<file path="config.mk">
export PLATFORM = sky130hd
export DESIGN_NAME = scv_rem
export DESIGN_NICKNAME = d
export VERILOG_FILES = /design/src/hdl/scv_pkg.sv /design/src/hdl/scv_rem.sv
export SDC_FILE = /design/constraint.sdc
export NUM_CORES = 1
export LEC_CHECK = 0
export BUFFER_PORTS_ARGS = -buffer_cell sky130_fd_sc_hd__buf_2
export CAP_MARGIN = 20
export CORE_UTILIZATION = 30
export CTS_BUF_LIST = sky130_fd_sc_hd__clkbuf_16
export CTS_CLUSTER_SIZE = 14
export DETAILED_ROUTE_END_ITERATION = 10
export GPL_TIMING_DRIVEN = 0
export PLACE_DENSITY = 0.57
export SLEW_MARGIN = 20
export SYNTH_ARGS = -nofsm -noshare
export SYNTH_HDL_FRONTEND = slang
export SYNTH_SLANG_ARGS = --single-unit
</file>
<file path="constraint.sdc">
create_clock -name clock -period 1.9 [get_ports clock]
set_input_delay 0.095 -clock clock [delete_from_list [all_inputs] [get_ports clock]]
set_output_delay 0.095 -clock clock [all_outputs]
set_load 0.005 [all_outputs]
</file>
<file path="src/hdl/scv_pkg.sv">
`timescale 1ns / 1ps
// Shared types and constants for the strided 1D convolution layer.
package scv_pkg;

   localparam int CFG_W      = 5;
   localparam int IDX_W      = 4;
   localparam int SAMPLE_W   = 16;
   localparam int PROD_W     = 32;
   localparam int ACC_W      = 48;
   localparam int POS_W      = 16;
   localparam int REQ_DATA_W = 48;
   localparam int RSP_DATA_W = 72;

   localparam logic [CFG_W-1:0] TAPS_RESET     = 5'd3;
   localparam logic [CFG_W-1:0] CHANNELS_RESET = 5'd1;
   localparam logic [CFG_W-1:0] KERNELS_RESET  = 5'd1;
   localparam logic [CFG_W-1:0] STRIDE_RESET   = 5'd1;

   localparam logic KIND_WEIGHT = 1'b0;
   localparam logic KIND_SAMPLE = 1'b1;

   typedef enum logic [1:0] {
      CSR_TAPS     = 2'd0,
      CSR_CHANNELS = 2'd1,
      CSR_KERNELS  = 2'd2,
      CSR_STRIDE   = 2'd3
   } csr_index_type;

   typedef enum logic [5:0] {
      ST_CLEAR = 6'b000001,
      ST_IDLE  = 6'b000010,
      ST_MOD   = 6'b000100,
      ST_MAC   = 6'b001000,
      ST_DRAIN = 6'b010000,
      ST_EMIT  = 6'b100000
   } state_type;

   typedef struct packed {
      logic valid;
      logic first;
      logic last;
   } tag_type;

endpackage

</file>
<file path="src/hdl/scv_rem.sv">
`timescale 1ns / 1ps
// Bit-serial remainder of a window start position by the stride.
module scv_rem (
   input  logic                           clock,
   input  logic                           reset,
   input  logic                           start,
   input  logic [scv_pkg::POS_W-1:0]      dividend,
   input  logic [scv_pkg::CFG_W-1:0]      divisor,
   output logic                           done,
   output logic [scv_pkg::CFG_W-1:0]      remainder
);

   localparam int CNT_W = $clog2(scv_pkg::POS_W);

   logic                        run_ff, run_in;
   logic                        done_ff, done_in;
   logic [CNT_W-1:0]            cnt_ff, cnt_in;
   logic [scv_pkg::POS_W-1:0]   num_ff, num_in;
   logic [scv_pkg::CFG_W-1:0]   div_ff, div_in;
   logic [scv_pkg::CFG_W-1:0]   rem_ff, rem_in;
   logic [scv_pkg::CFG_W:0]     trial;

   always_comb begin
      run_in  = run_ff;
      done_in = 1'b0;
      cnt_in  = cnt_ff;
      num_in  = num_ff;
      div_in  = div_ff;
      rem_in  = rem_ff;
      trial   = {rem_ff, num_ff[scv_pkg::POS_W-1]};
      if (start) begin
         run_in = 1'b1;
         cnt_in = CNT_W'(scv_pkg::POS_W - 1);
         num_in = dividend;
         div_in = divisor;
         rem_in = '0;
      end else if (run_ff) begin
         num_in = {num_ff[scv_pkg::POS_W-2:0], 1'b0};
         if (trial >= {1'b0, div_ff}) begin
            rem_in = scv_pkg::CFG_W'(trial - {1'b0, div_ff});
         end else begin
            rem_in = scv_pkg::CFG_W'(trial);
         end
         cnt_in = cnt_ff - 1'b1;
         if (cnt_ff == '0) begin
            run_in  = 1'b0;
            done_in = 1'b1;
         end
      end
   end

   always_ff @(posedge clock) begin
      if (reset) begin
         run_ff  <= 1'b0;
         done_ff <= 1'b0;
      end else begin
         run_ff  <= run_in;
         done_ff <= done_in;
      end
      cnt_ff <= cnt_in;
      num_ff <= num_in;
      div_ff <= div_in;
      rem_ff <= rem_in;
   end

   assign done      = done_ff;
   assign remainder = rem_ff;

   a_rem_below_divisor : assert property (@(posedge clock) disable iff (reset)
      done_ff |-> rem_ff < div_ff)
      else $error("remainder not below divisor");

   a_no_restart_while_busy : assert property (@(posedge clock) disable iff (reset)
      start |-> !run_ff)
      else $error("remainder unit restarted while busy");

   a_done_after_run : assert property (@(posedge clock) disable iff (reset)
      done_ff |-> $past(run_ff))
      else $error("done without a running division");

endmodule

</file>
==> Word level (Yosys, flattened, before mapping) <==
Index checks and enable logic that the tools add are counted.
{ "totals": {"word_cells": 20, "out_inout_bits": 6, "ff_bits": 32, "inputBits": 24} }
{ "classes": {"order_cmp": 1, "n_bitwise": 1, "add_sub_neg": 2, "reduce_logical": 3, "muxes": 7} }
{ "op_table": {"columns": ["cell", "n"], "rows": [
  ["16-bit 2-to-1 mux", 2],
  ["6-bit by 5-bit >= comparator with 1-bit output", 1],
  ["5-bit 2-to-1 mux", 1],
  ["5-bit subtractor", 1],
  ["4-bit zero test", 1],
  ["1-bit 2-to-1 mux", 4],
  ["4-bit by 1-bit subtractor with 4-bit output, second input constant", 1],
  ["3-bit OR reduction", 1],
  ["2-bit nonzero test", 1],
  ["1-bit inverter", 1]
]} }

==> Logic depth before layout (Yosys ltp) <==
Gate-level depths: netlist of the first run.
{ "logic_depth": {"ltp_word": 4, "mapped_depth": 8, "ltp_nobuf": 8} }

==> Worst setup path before layout of the first run <==
No wires, ideal clock.
{ "synth_timing": {"path_type": "reg-to-reg", "from": "register num_ff[15] (netlist bit)", "to": "register rem_ff, in the netlist remainder[0]", "n_path_buf": 0, "t_arrival_ns": 1.906, "period_less_slack_ns": 1.985, "t_required_ns": 1.821, "stages_incl_launch_ff": 9, "slack_ns": -0.085, "setup_ns": 0.079, "cell_sequence": "edfxtp_1 > inv_1 > ha_1 > inv_1 > fa_1 > a21oi_1 > o221ai_4 > mux2_4 > a211oi_2"} }
{ "synth_between": {"elab_chain_cells": 2, "word_cells_on_any_way": 3, "cone_classes": "add/sub: 1; order compare: 1; mux: 1"} }
{ "synth_rtl": {"columns": ["element", "line_no", "rtl"], "rows": [
  ["from (decl)", "scv_rem.sv:18", "logic [scv_pkg::POS_W-1:0] num_ff, num_in;"],
  ["from (signal assigned)", "scv_rem.sv:61", "num_ff <= num_in;"],
  ["5-bit subtractor or 6-bit by 5-bit >= comparator with 1-bit output (tied branches)", "scv_rem.sv:40, scv_rem.sv:39", null],
  ["5-bit 2-to-1 mux *", "scv_rem.sv:39", "if (trial >= {1'b0, div_ff}) begin"],
  ["to (signal assigned)", "scv_rem.sv:63", "rem_ff <= rem_in;"],
  ["to (decl)", "scv_rem.sv:20", "logic [scv_pkg::CFG_W-1:0] rem_ff, rem_in;"]
]} }
Mark *: on every way between the ends. The rest lies on a longest branch, timed or not.
A chain may end at the register's enable or synchronous reset.

==> Worst setup path in the final report of the first run <==
Same ends and word-level chain as after synthesis.

==> results.toml, run 1 <==
[place]
dp.cells = 213
port_buffers = 29
dp_hpwl_um = 1978
place_ws_ns = -0.1104
gp_congestion = 0.7468
post_dp_cell_area_um2 = 1752

[floorplan]
die_h_um = 73.10
rows = 25
die-area_um2 = 5343
num_io_pins = 30
fp.dieW_um = 73.10
start_util_pct = 31.69
core_area_um2 = 4786

[setup_path]
cp.arrival_ns = 2.10
crit_path_top_delay_cell = "edfxtp_1"
crit_end = "remainder[0]$_SDFFE_PP0P_"
critPathKind = "reg -> reg"
r2r_cells = 8
cpMostUsedCell = "inv_2"
crit_chain = "inv_2 -> ha_4 -> inv_2 -> fa_2 -> a21oi_4 -> o221ai_4 -> mux2_4 -> a211oi_2"
cp-start-kind = "flip-flop"
critPathCaptureType = "flip-flop"
worstSetupStartpoint = "num_ff[15]$_DFFE_PP_"
max_stage_delay_ns = 0.39
reg2reg_to = "remainder[0]$_SDFFE_PP0P_"
r2r_slack_ns = -0.006
reg2reg_from = "num_ff[15]$_DFFE_PP_"
required_ns = 2.09
crit_fanout = 5

[timing]
maxSlewHeadroom_pct = 59.62
drv_slew = 0
setup_viol = 1
fin_tns_setup_ns = -0.006497
tightest_slew_ns = 0.6051
skew_ns = 0.003180
rsz0062_at_grt = "true"
whs_ns = 0.009372
fin_crit_ns = 1.906
layout_setup_ws_ns = -0.006497
finalCritPeriodShare_pct = 100.3
fmax_ghz = 0.5245
hold_violations = 0

[detailed_routing]
drt_pass1_iterations = 4
drt-initial-drc-count = 55
antenna_left = 0
viasPerCell = 4.362
wl_met3_um = 203
drc = 0
wl_um = 2807
wl_met2_um = 1365
via_count = 999
wire_per_inst_um = 12.26
routedLengthMet1_um = 1199
dr.max_layer_used = "met4"

[power_and_ir_drop]
power_switching_mw = 0.4344
p_int_mw = 1.447
fin_total_pwr_mw = 1.882
p_seq_share_pct = 44.7
comb_power_share_pct = 16.1
netSwitchingFraction_pct = 23.09
power_density_nw_per_um2 = 949.4
p_leak_nw = 0.8221
peakVddDrop_mv = 0.5627
power_frac_clock_pct = 39.2

[min_path]
hp-class = "in -> reg"
min-delay-start = "divisor[0]"
holdPathStages = 1

[clock_network]
cts_num_sinks = 32
cts_max_level = 2
clk_pin_slew_ns = 0.05
cts_tree = "done"
clkLatencyLatePin_ns = 0.27
clockRootBuffer = "clkbuf_16"
clock_path_buffers = 2
cts_made_buffers = 5

[global_routing]
globalRouteOverflowTotal = 0
grt_max_degree = 17
gr-usage-all-layers_pct = 12.19
grt_pass1_vias = 1012
grt_pass1_wl_um = 4795
antenna_found_initial = 0

[logic_synthesis]
yosys.area.top_type = "edfxtp_1"
yosysWarnings = 0
synth_top_area_share_pct = 41.58
synth.avg_cell_area_um2 = 12.96
syn_nets = 148
synth_area_leaders = "edfxtp_1, dfxtp_1, mux2_2, ha_1, inv_1"
syn_area_um2 = 1516
synth_cell_types = 31
syn_inst = 117
synth-seq-area-share_pct = 56.11
synth-seq-cells = 32

[outcome]
outcome = "complete, but fails checks"
violations = "setup timing"

[job]
maxCapViolCount = 0

[finish]
fin_area_um2 = 1982
final_cells = 229
final_layout_size_suffix_gt1_share_pct = 41.36
seq_area_um2 = 850.8
diodes = 0
syn2layout_area_growth_pct = 30.69
multi_input_area_um2 = 636.9
fill_cells = 446
fin_util_pct = 41.41
fin_nets = 192
synth_stat cells (all sizes together):
cell type and number:
edfxtp 21, mux2 16, dfxtp 11, inv 10, nand2 8, ha 6, nor2 6, a21oi 5
nand2b 4, o21ai 4, xnor2 4, buf 3, a211oi 2, mux2i 2, nand3 2, o2bb2a 2
and2 1, and3 1, clkbuf 1, fa 1, nand3b 1, nor2b 1, nor3 1, nor4b 1
o21bai 1, o221ai 1, xor2 1
per-layer routing:
| layer | vias to the layer above | track usage, % |
|---|---|---|
| met2 | 28 | 18.72 |
| met4 | 0 | 4.575 |
| met1 | 457 | 14.80 |
| met3 | 6 | 5.801 |
| li1 | 508 | - |
| met5 | - | 0 |
timing repair:
item	CTS	global route
hold buffers	4	0
gates cloned	0	0
gates resized for setup	6	0
setup buffers	4	0
hold endpoints to repair	5	0
pin swaps	4	3
setup endpoints to repair	1	3
power groups by stage:
stage / clock network, mW / registers, mW / logic (mW)
2_1_floorplan: 0 / 0.844 / 0.193
3_3_place_gp: 0 / 0.851 / 0.253
3_5_place_dp: 0 / 0.853 / 0.260
4_1_cts: 0.761 / 0.842 / 0.306
5_1_grt: 0.785 / 0.849 / 0.337
6_report: 0.737 / 0.841 / 0.304
cell type report:
class	instances	share of cell area [%]
Inverter	10	1.894
Buffer	4	0.8838
Sequential cell	32	42.93
Timing Repair Buffer	37	11.05
Multi-Input combinational cell	71	32.13
Clock buffer	5	6.313
Clock inverter	3	0.5682
Tap cell	67	4.230
sequential cells by signal (all words and copies together), names as in the netlist:
name,flops
cnt_ff,4
div_ff,5
remainder,5
run_ff,1
done,1
num_ff,16
worst min path at each step:
stage | slack (ns) | end
6_report | 0.009 | div_ff[0]$_DFFE_PP_
5_1_grt | 0.003 | div_ff[0]$_DFFE_PP_
4_1_cts | 0.003 | div_ff[0]$_DFFE_PP_
3_5_place_dp | 0.27 | div_ff[1]$_DFFE_PP_
3_3_place_gp | 0.27 | run_ff$_SDFF_PP0_
2_1_floorplan | 0.17 | run_ff$_SDFF_PP0_
cell families (layout without fill, tap and decap cells):
kind of cell,after synthesis,count (layout),share of synthesized area [%]
fa+ha+maj,7,7,6.271
xor+xnor,5,5,2.888
compound gates,15,15,8.912
simple gates,26,26,8.746
flops,32,32,56.11
mux,18,18,13.45
buf+inv,14,59,3.630
critical path, delay by kind of cell (launching register included):
kind                     cells  cell delay, ns
adder cells (fa/ha/maj)      2            0.49
buffers and inverters        2            0.12
AO/OA/AOI/OAI                3            0.50
multiplexers                 1            0.33
flip-flops                   1            0.39
cell usage in the layout (no fill, tap or decap), drive strengths merged:
master,n
inv,12
mux2i,2
mux2,16
nand3,2
o221ai,1
nor3,1
o21ai,4
and3,1
clkinv,1
o2bb2a,2
nor2b,1
and2,1
nand3b,1
clkbuf,6
nand2,8
nor2,6
xor2,1
nand2b,4
a211oi,2
edfxtp,21
a21oi,5
fa,1
dlygate4sd3,4
buf,36
nor4b,1
ha,6
o21bai,1
dfxtp,11
xnor2,4
(Power assumes the default switching activity.)
==> run 2, diff against run 1 <==
--- a/config.mk
+++ b/config.mk
@@ -7,6 +7,7 @@
 export LEC_CHECK = 0
 export BUFFER_PORTS_ARGS = -buffer_cell sky130_fd_sc_hd__buf_2
 export CAP_MARGIN = 20
+export CORE_ASPECT_RATIO = 0.6
 export CORE_UTILIZATION = 30
 export CTS_BUF_LIST = sky130_fd_sc_hd__clkbuf_16
 export CTS_CLUSTER_SIZE = 14
==> run 2 against run 1 <==
  * The flow still finishes with violations (setup timing)
  * Cell count shrank 1.3%
  * Hold slack gained 0.093 ns
  * Critical path depth unchanged
  * Fmax is 0.31% higher
  * Design area rose by 2.0%
  * Global-route usage increased by 0.22 points
  * Core utilization is 1.5 points higher
  * Non-clock buffer count is 1 higher
  * Highest routed layer unchanged
  * First-iteration DRC count decreased by 25%
==> results.toml, run 2 (synthesis gave the netlist of run 1 again) <==
[place]
place_ws_ns = -0.1312
post_dp_cell_area_um2 = 1747
gp_congestion = 0.8160
port_buffers = 29
dp_hpwl_um = 1980

[finish]
final_common_cell = "buf_2"
largest_reg_flops = 16
fill_cells = 455
fin_area_um2 = 2021
diodes = 0
layout_common_cells = "buf_2, edfxtp_1, mux2_2"
regMostFlops = "num_ff"
seq_area_um2 = 850.8
fin_nets = 193
syn2layout_area_growth_pct = 33.25
fin_util_pct = 42.93
final_layout_size_suffix_gt1_share_pct = 42.33
multi_input_area_um2 = 664.4

[timing]
tightest_slew_ns = 0.6000
maxSlewHeadroom_pct = 59.96
hold_violations = 0
fin_tns_setup_ns = -0.0005485
fmax_ghz = 0.5262
drv_slew = 0
setup_viol = 1
finalCritPeriodShare_pct = 100.0
layout_setup_ws_ns = -0.0005485
skew_ns = 0.006204
fin_crit_ns = 1.901
rsz0062_at_grt = "true"

[clock_network]
cts_made_buffers = 5
cts_tree = "done"
clockRootBuffer = "clkbuf_16"
clk_pin_slew_ns = 0.05
clkLatencyLatePin_ns = 0.28
cts_num_sinks = 32
cts_max_level = 2
clock_path_buffers = 2

[setup_path]
cpMostUsedCell = "inv_2"
max_stage_delay_ns = 0.38
cp-start-kind = "flip-flop"
critPathCaptureType = "flip-flop"
crit_fanout = 3
cp.arrival_ns = 2.10
crit_chain = "inv_2 -> ha_4 -> inv_2 -> fa_2 -> a21oi_4 -> o221ai_4 -> mux2_4 -> a211oi_2"
crit_path_top_delay_cell = "edfxtp_1"
required_ns = 2.10
critPathKind = "reg -> reg"
timing.critical_path.buf_inv = 2
cp_top_family = "adder cells"

[detailed_routing]
antenna_left = 0
via_count = 1003
wire_per_inst_um = 12.88
drt_pass1_iterations = 4
wl_um = 2912
drt-initial-drc-count = 41
drc = 0
viasPerCell = 4.438

[power_and_ir_drop]
p_leak_nw = 0.8335
fin_total_pwr_mw = 1.903
power_switching_mw = 0.4513
power_frac_clock_pct = 38.9
netSwitchingFraction_pct = 23.71
peakVddDrop_mv = 0.3537
comb_power_share_pct = 16.9
power_density_nw_per_um2 = 941.9
p_seq_share_pct = 44.2
p_int_mw = 1.452

[global_routing]
grt_pass1_vias = 1046
antenna_found_initial = 0
grt_max_degree = 17
gr-usage-all-layers_pct = 12.41
globalRouteOverflowTotal = 0
grt_pass1_wl_um = 4885

[min_path]
hp-class = "in -> reg"

[floorplan]
start_util_pct = 32.22
rows = 19
num_io_pins = 30
fp.dieW_um = 93.79
die_h_um = 57.07
die-area_um2 = 5352
core_area_um2 = 4707

[outcome]
violations = "setup timing"
outcome = "complete, but fails checks"

[job]
maxCapViolCount = 0
[run 2: cell types whose count changed in the layout (fill, tap and decap cells not counted)]
cell,previous run,this run
buf_6,1,2
o21ai_0,4,1
o2bb2a_1,2,0
inv_2,3,2
buf_4,3,1
clkinv_1,1,2
o21ai_2,0,2
dlygate4sd3_1,4,6
o21ai_1,0,1
o2bb2a_4,0,2
[run 2: area by class of cell]
class / count / share of cell area [%]
Buffer: 4 / 0.8669
Clock buffer: 5 / 6.192
Clock inverter: 3 / 0.5573
Inverter: 10 / 1.858
Multi-Input combinational cell: 71 / 32.88
Sequential cell: 32 / 42.11
Tap cell: 63 / 3.901
Timing Repair Buffer: 38 / 11.64
[run 2: path summary, 6_finish.rpt]
check	from	cells past startpoint	slack [ns]	end
setup / recovery	num_ff[15]$_DFFE_PP_	8	-0.0005	remainder[0]$_SDFFE_PP0P_
hold / removal	dividend[0]	2	0.10	num_ff[0]$_SDFFCE_PN0P_
setup reg to reg	num_ff[15]$_DFFE_PP_	8	-0.0005	remainder[0]$_SDFFE_PP0P_
hold reg to reg	remainder[2]$_SDFFE_PP0P_	2	0.50	remainder[2]$_SDFFE_PP0P_
[run 2: routing by layer]
metal  vias up  track usage (%)  share of wire (%)
met5         -                0                  0
met4         0            7.253                2.8
met3         9            3.867                3.6
met2        13            18.46                 43
met1       480            16.02                 50
li1        501                -                  -
[run 2: power by group through the flow]
stage / clock, mW / sequential [mW] / combinational [mW]
2_1_floorplan: 0 / 0.844 / 0.193
3_3_place_gp: 0 / 0.850 / 0.255
3_5_place_dp: 0 / 0.854 / 0.261
4_1_cts: 0.748 / 0.842 / 0.310
5_1_grt: 0.775 / 0.848 / 0.353
6_report: 0.740 / 0.842 / 0.322
[run 2: stage by stage]
step	hold WS, ns	std cells
3_5_place_dp	0.2738	209
6_report	0.1025	226
5_1_grt	0.1167	226
3_3_place_gp	0.2709	209
2_1_floorplan	0.1674	117
4_1_cts	0.001322	225
[run 2: repair_timing]
item	in CTS	in global routing
hold buffers	5	1
resized for setup	8	8
setup buffers	3	0
endpoints found under the setup margin	4	5
hold endpoints to repair	5	1
pin swaps	4	3
==> run 3, diff against run 2 <==
--- a/config.mk
+++ b/config.mk
@@ -5,15 +5,15 @@
 export SDC_FILE = /design/constraint.sdc
 export NUM_CORES = 1
 export LEC_CHECK = 0
-export BUFFER_PORTS_ARGS = -buffer_cell sky130_fd_sc_hd__buf_2
 export CAP_MARGIN = 20
 export CORE_ASPECT_RATIO = 0.6
 export CORE_UTILIZATION = 30
 export CTS_BUF_LIST = sky130_fd_sc_hd__clkbuf_16
 export CTS_CLUSTER_SIZE = 14
 export DETAILED_ROUTE_END_ITERATION = 10
+export DONT_BUFFER_PORTS = 1
 export GPL_TIMING_DRIVEN = 0
-export PLACE_DENSITY = 0.57
+export PLACE_DENSITY = 0.51
 export SLEW_MARGIN = 20
 export SYNTH_ARGS = -nofsm -noshare
 export SYNTH_HDL_FRONTEND = slang
==> constraint.sdc (replaced) <==
create_clock -name clock -period 2.3 [get_ports clock]
set_input_delay 0.115 -clock clock [delete_from_list [all_inputs] [get_ports clock]]
set_output_delay 0.115 -clock clock [all_outputs]
set_load 0.005 [all_outputs]
==> run 3 against run 2 <==
  * The run now ends clean
  * Clock skew shrank 0.0010 ns
  * Wire length down 14%
  * Hold slack worse by 0.051 ns
  * Worst setup slack better by 0.16 ns
  * Combinational power is 39% lower
  * Critical path depth stayed put
  * Core utilization down 4.7 points
  * Clock power down 20%
  * Largest cell class unchanged
  * Highest routed layer unchanged
==> results.toml, run 3 (synthesis gave the netlist of run 1 again) <==
[power_and_ir_drop]
power_frac_clock_pct = 39.9
p_seq_share_pct = 46.8
peakVddDrop_mv = 0.2452
power_switching_mw = 0.3271
netSwitchingFraction_pct = 22.07
power_density_nw_per_um2 = 822.5
fin_total_pwr_mw = 1.482
p_leak_nw = 0.6928
p_int_mw = 1.155
comb_power_share_pct = 13.3

[clock_network]
clk_pin_slew_ns = 0.05
cts_made_buffers = 5
cts_max_level = 2
clock_path_buffers = 2
cts_tree = "done"
clkLatencyLatePin_ns = 0.27
cts_resized = 0
cts_num_sinks = 32
post_cts_buffers = 0
clockRootBuffer = "clkbuf_16"

[detailed_routing]
wire_per_inst_um = 12.89
wl_um = 2514
via_count = 871
drt-initial-drc-count = 27
viasPerCell = 4.467
antenna_left = 0
drt_pass1_iterations = 4
drc = 0

[global_routing]
gr-usage-all-layers_pct = 10.75
grtUsageMet1_pct = 13.36
grt_max_degree = 17
busiest_layer = "met2"
antenna_found_initial = 0
use_met3_pct = 4.000
grt_use_met2_pct = 16.27
grt_pass1_wl_um = 4257
globalRouteOverflowTotal = 0
grt_pass1_vias = 936

[finish]
final_common_cell = "edfxtp_1"
multi_input_area_um2 = 610.6
seq_area_um2 = 850.8
fin_nets = 162
layout_common_cells = "edfxtp_1, mux2_2, inv_1"
fill_cells = 451
regMostFlops = "num_ff"
fin_area_um2 = 1802
diodes = 0
final_layout_size_suffix_gt1_share_pct = 21.21
largest_reg_flops = 16
syn2layout_area_growth_pct = 18.81

[setup_path]
crit_fanout = 6
crit_end = "remainder[0]$_SDFFE_PP0P_"
r2r_slack_ns = 0.16
critPathKind = "reg -> reg"
r2r_cells = 8
reg2reg_from = "num_ff[15]$_DFFE_PP_"
worstSetupStartpoint = "num_ff[15]$_DFFE_PP_"
required_ns = 2.49
critPathCaptureType = "flip-flop"
cp-start-kind = "flip-flop"
reg2reg_to = "remainder[0]$_SDFFE_PP0P_"
cp.arrival_ns = 2.33

[floorplan]
start_util_pct = 32.22
die-area_um2 = 5352
core_area_um2 = 4707
num_io_pins = 30
die_h_um = 57.07
rows = 19
fp.dieW_um = 93.79

[outcome]
outcome = "complete, no violations"

[timing]
maxSlewHeadroom_pct = 60.34
fin_crit_ns = 2.141
setup_viol = 0
fin_tns_setup_ns = 0
skew_ns = 0.005168
hold_violations = 0
whs_ns = 0.05135
finalCritPeriodShare_pct = 93.10
fmax_ghz = 0.4670
tightest_slew_ns = 0.5943
rsz0062_at_grt = "false"
drv_slew = 0

[job]
maxCapViolCount = 0

[place]
dp_hpwl_um = 1870
port_buffers = 0
gp_congestion = 0.8046
post_dp_cell_area_um2 = 1595

[min_path]
hp-class = "in -> reg"
run 3: area by class of cell:
| cell class | count | area share (%) |
|---|---|---|
| clock buffer | 5 | 6.944 |
| multi-input combinational | 71 | 33.89 |
| timing repair buffer | 7 | 3.889 |
| clock inverter | 3 | 0.6250 |
| tap | 63 | 4.375 |
| buffer | 4 | 0.9722 |
| sequential | 32 | 47.22 |
| inverter | 10 | 2.083 |
run 3: routing by layer:
metal  vias to the layer above  share of wire [%]
met5                         -                  0
met4                         0                2.0
met3                         5                4.2
met2                         9                 44
met1                       415                 50
li1                        442                  -
run 3: how the worst min path moves through the flow:
stage / start / to / slack, ns / depth (start not counted)
after floorplan: reset / run_ff$_SDFF_PP0_ / 0.19 / 1
after global placement: reset / run_ff$_SDFF_PP0_ / 0.19 / 1
after detailed placement: reset / run_ff$_SDFF_PP0_ / 0.19 / 1
after CTS: dividend[0] / num_ff[0]$_SDFFCE_PN0P_ / 0.05 / 1
after global routing: dividend[0] / num_ff[0]$_SDFFCE_PN0P_ / 0.05 / 1
final: dividend[0] / num_ff[0]$_SDFFCE_PN0P_ / 0.05 / 1
run 3: power groups by stage:
| stage | logic (mW) | clock network (mW) | registers [mW] |
|---|---|---|---|
| final | 0.196 | 0.592 | 0.694 |
| after floorplan | 0.156 | 0 | 0.697 |
| after global placement | 0.182 | 0 | 0.704 |
| after global routing | 0.221 | 0.626 | 0.699 |
| after detailed placement | 0.185 | 0 | 0.706 |
| after CTS | 0.198 | 0.605 | 0.695 |
run 3: through the flow:
stage               utilization (%)  instances  setup slack, ns
floorplan                         -        117           0.3147
global placement              33.89        180           0.2000
detailed placement            33.89        180           0.1429
CTS                           38.28        195           0.1289
global route                  38.28        195          0.03747
finish                        38.28        195           0.1588
run 3: what timing repair did:
item	in CTS	in global routing
endpoints found under the hold margin	12	0
hold buffers	7	0
endpoints found under the setup margin	0	0
run 3: worst max-delay path, stage by stage, from the launching register on:
cell and delay, ns:
edfxtp_1 0.35, inv_1 0.09, ha_1 0.17, inv_1 0.05, fa_1 0.42, a21oi_1 0.25
o221ai_4 0.20, mux2_4 0.33, a211oi_2 0.20
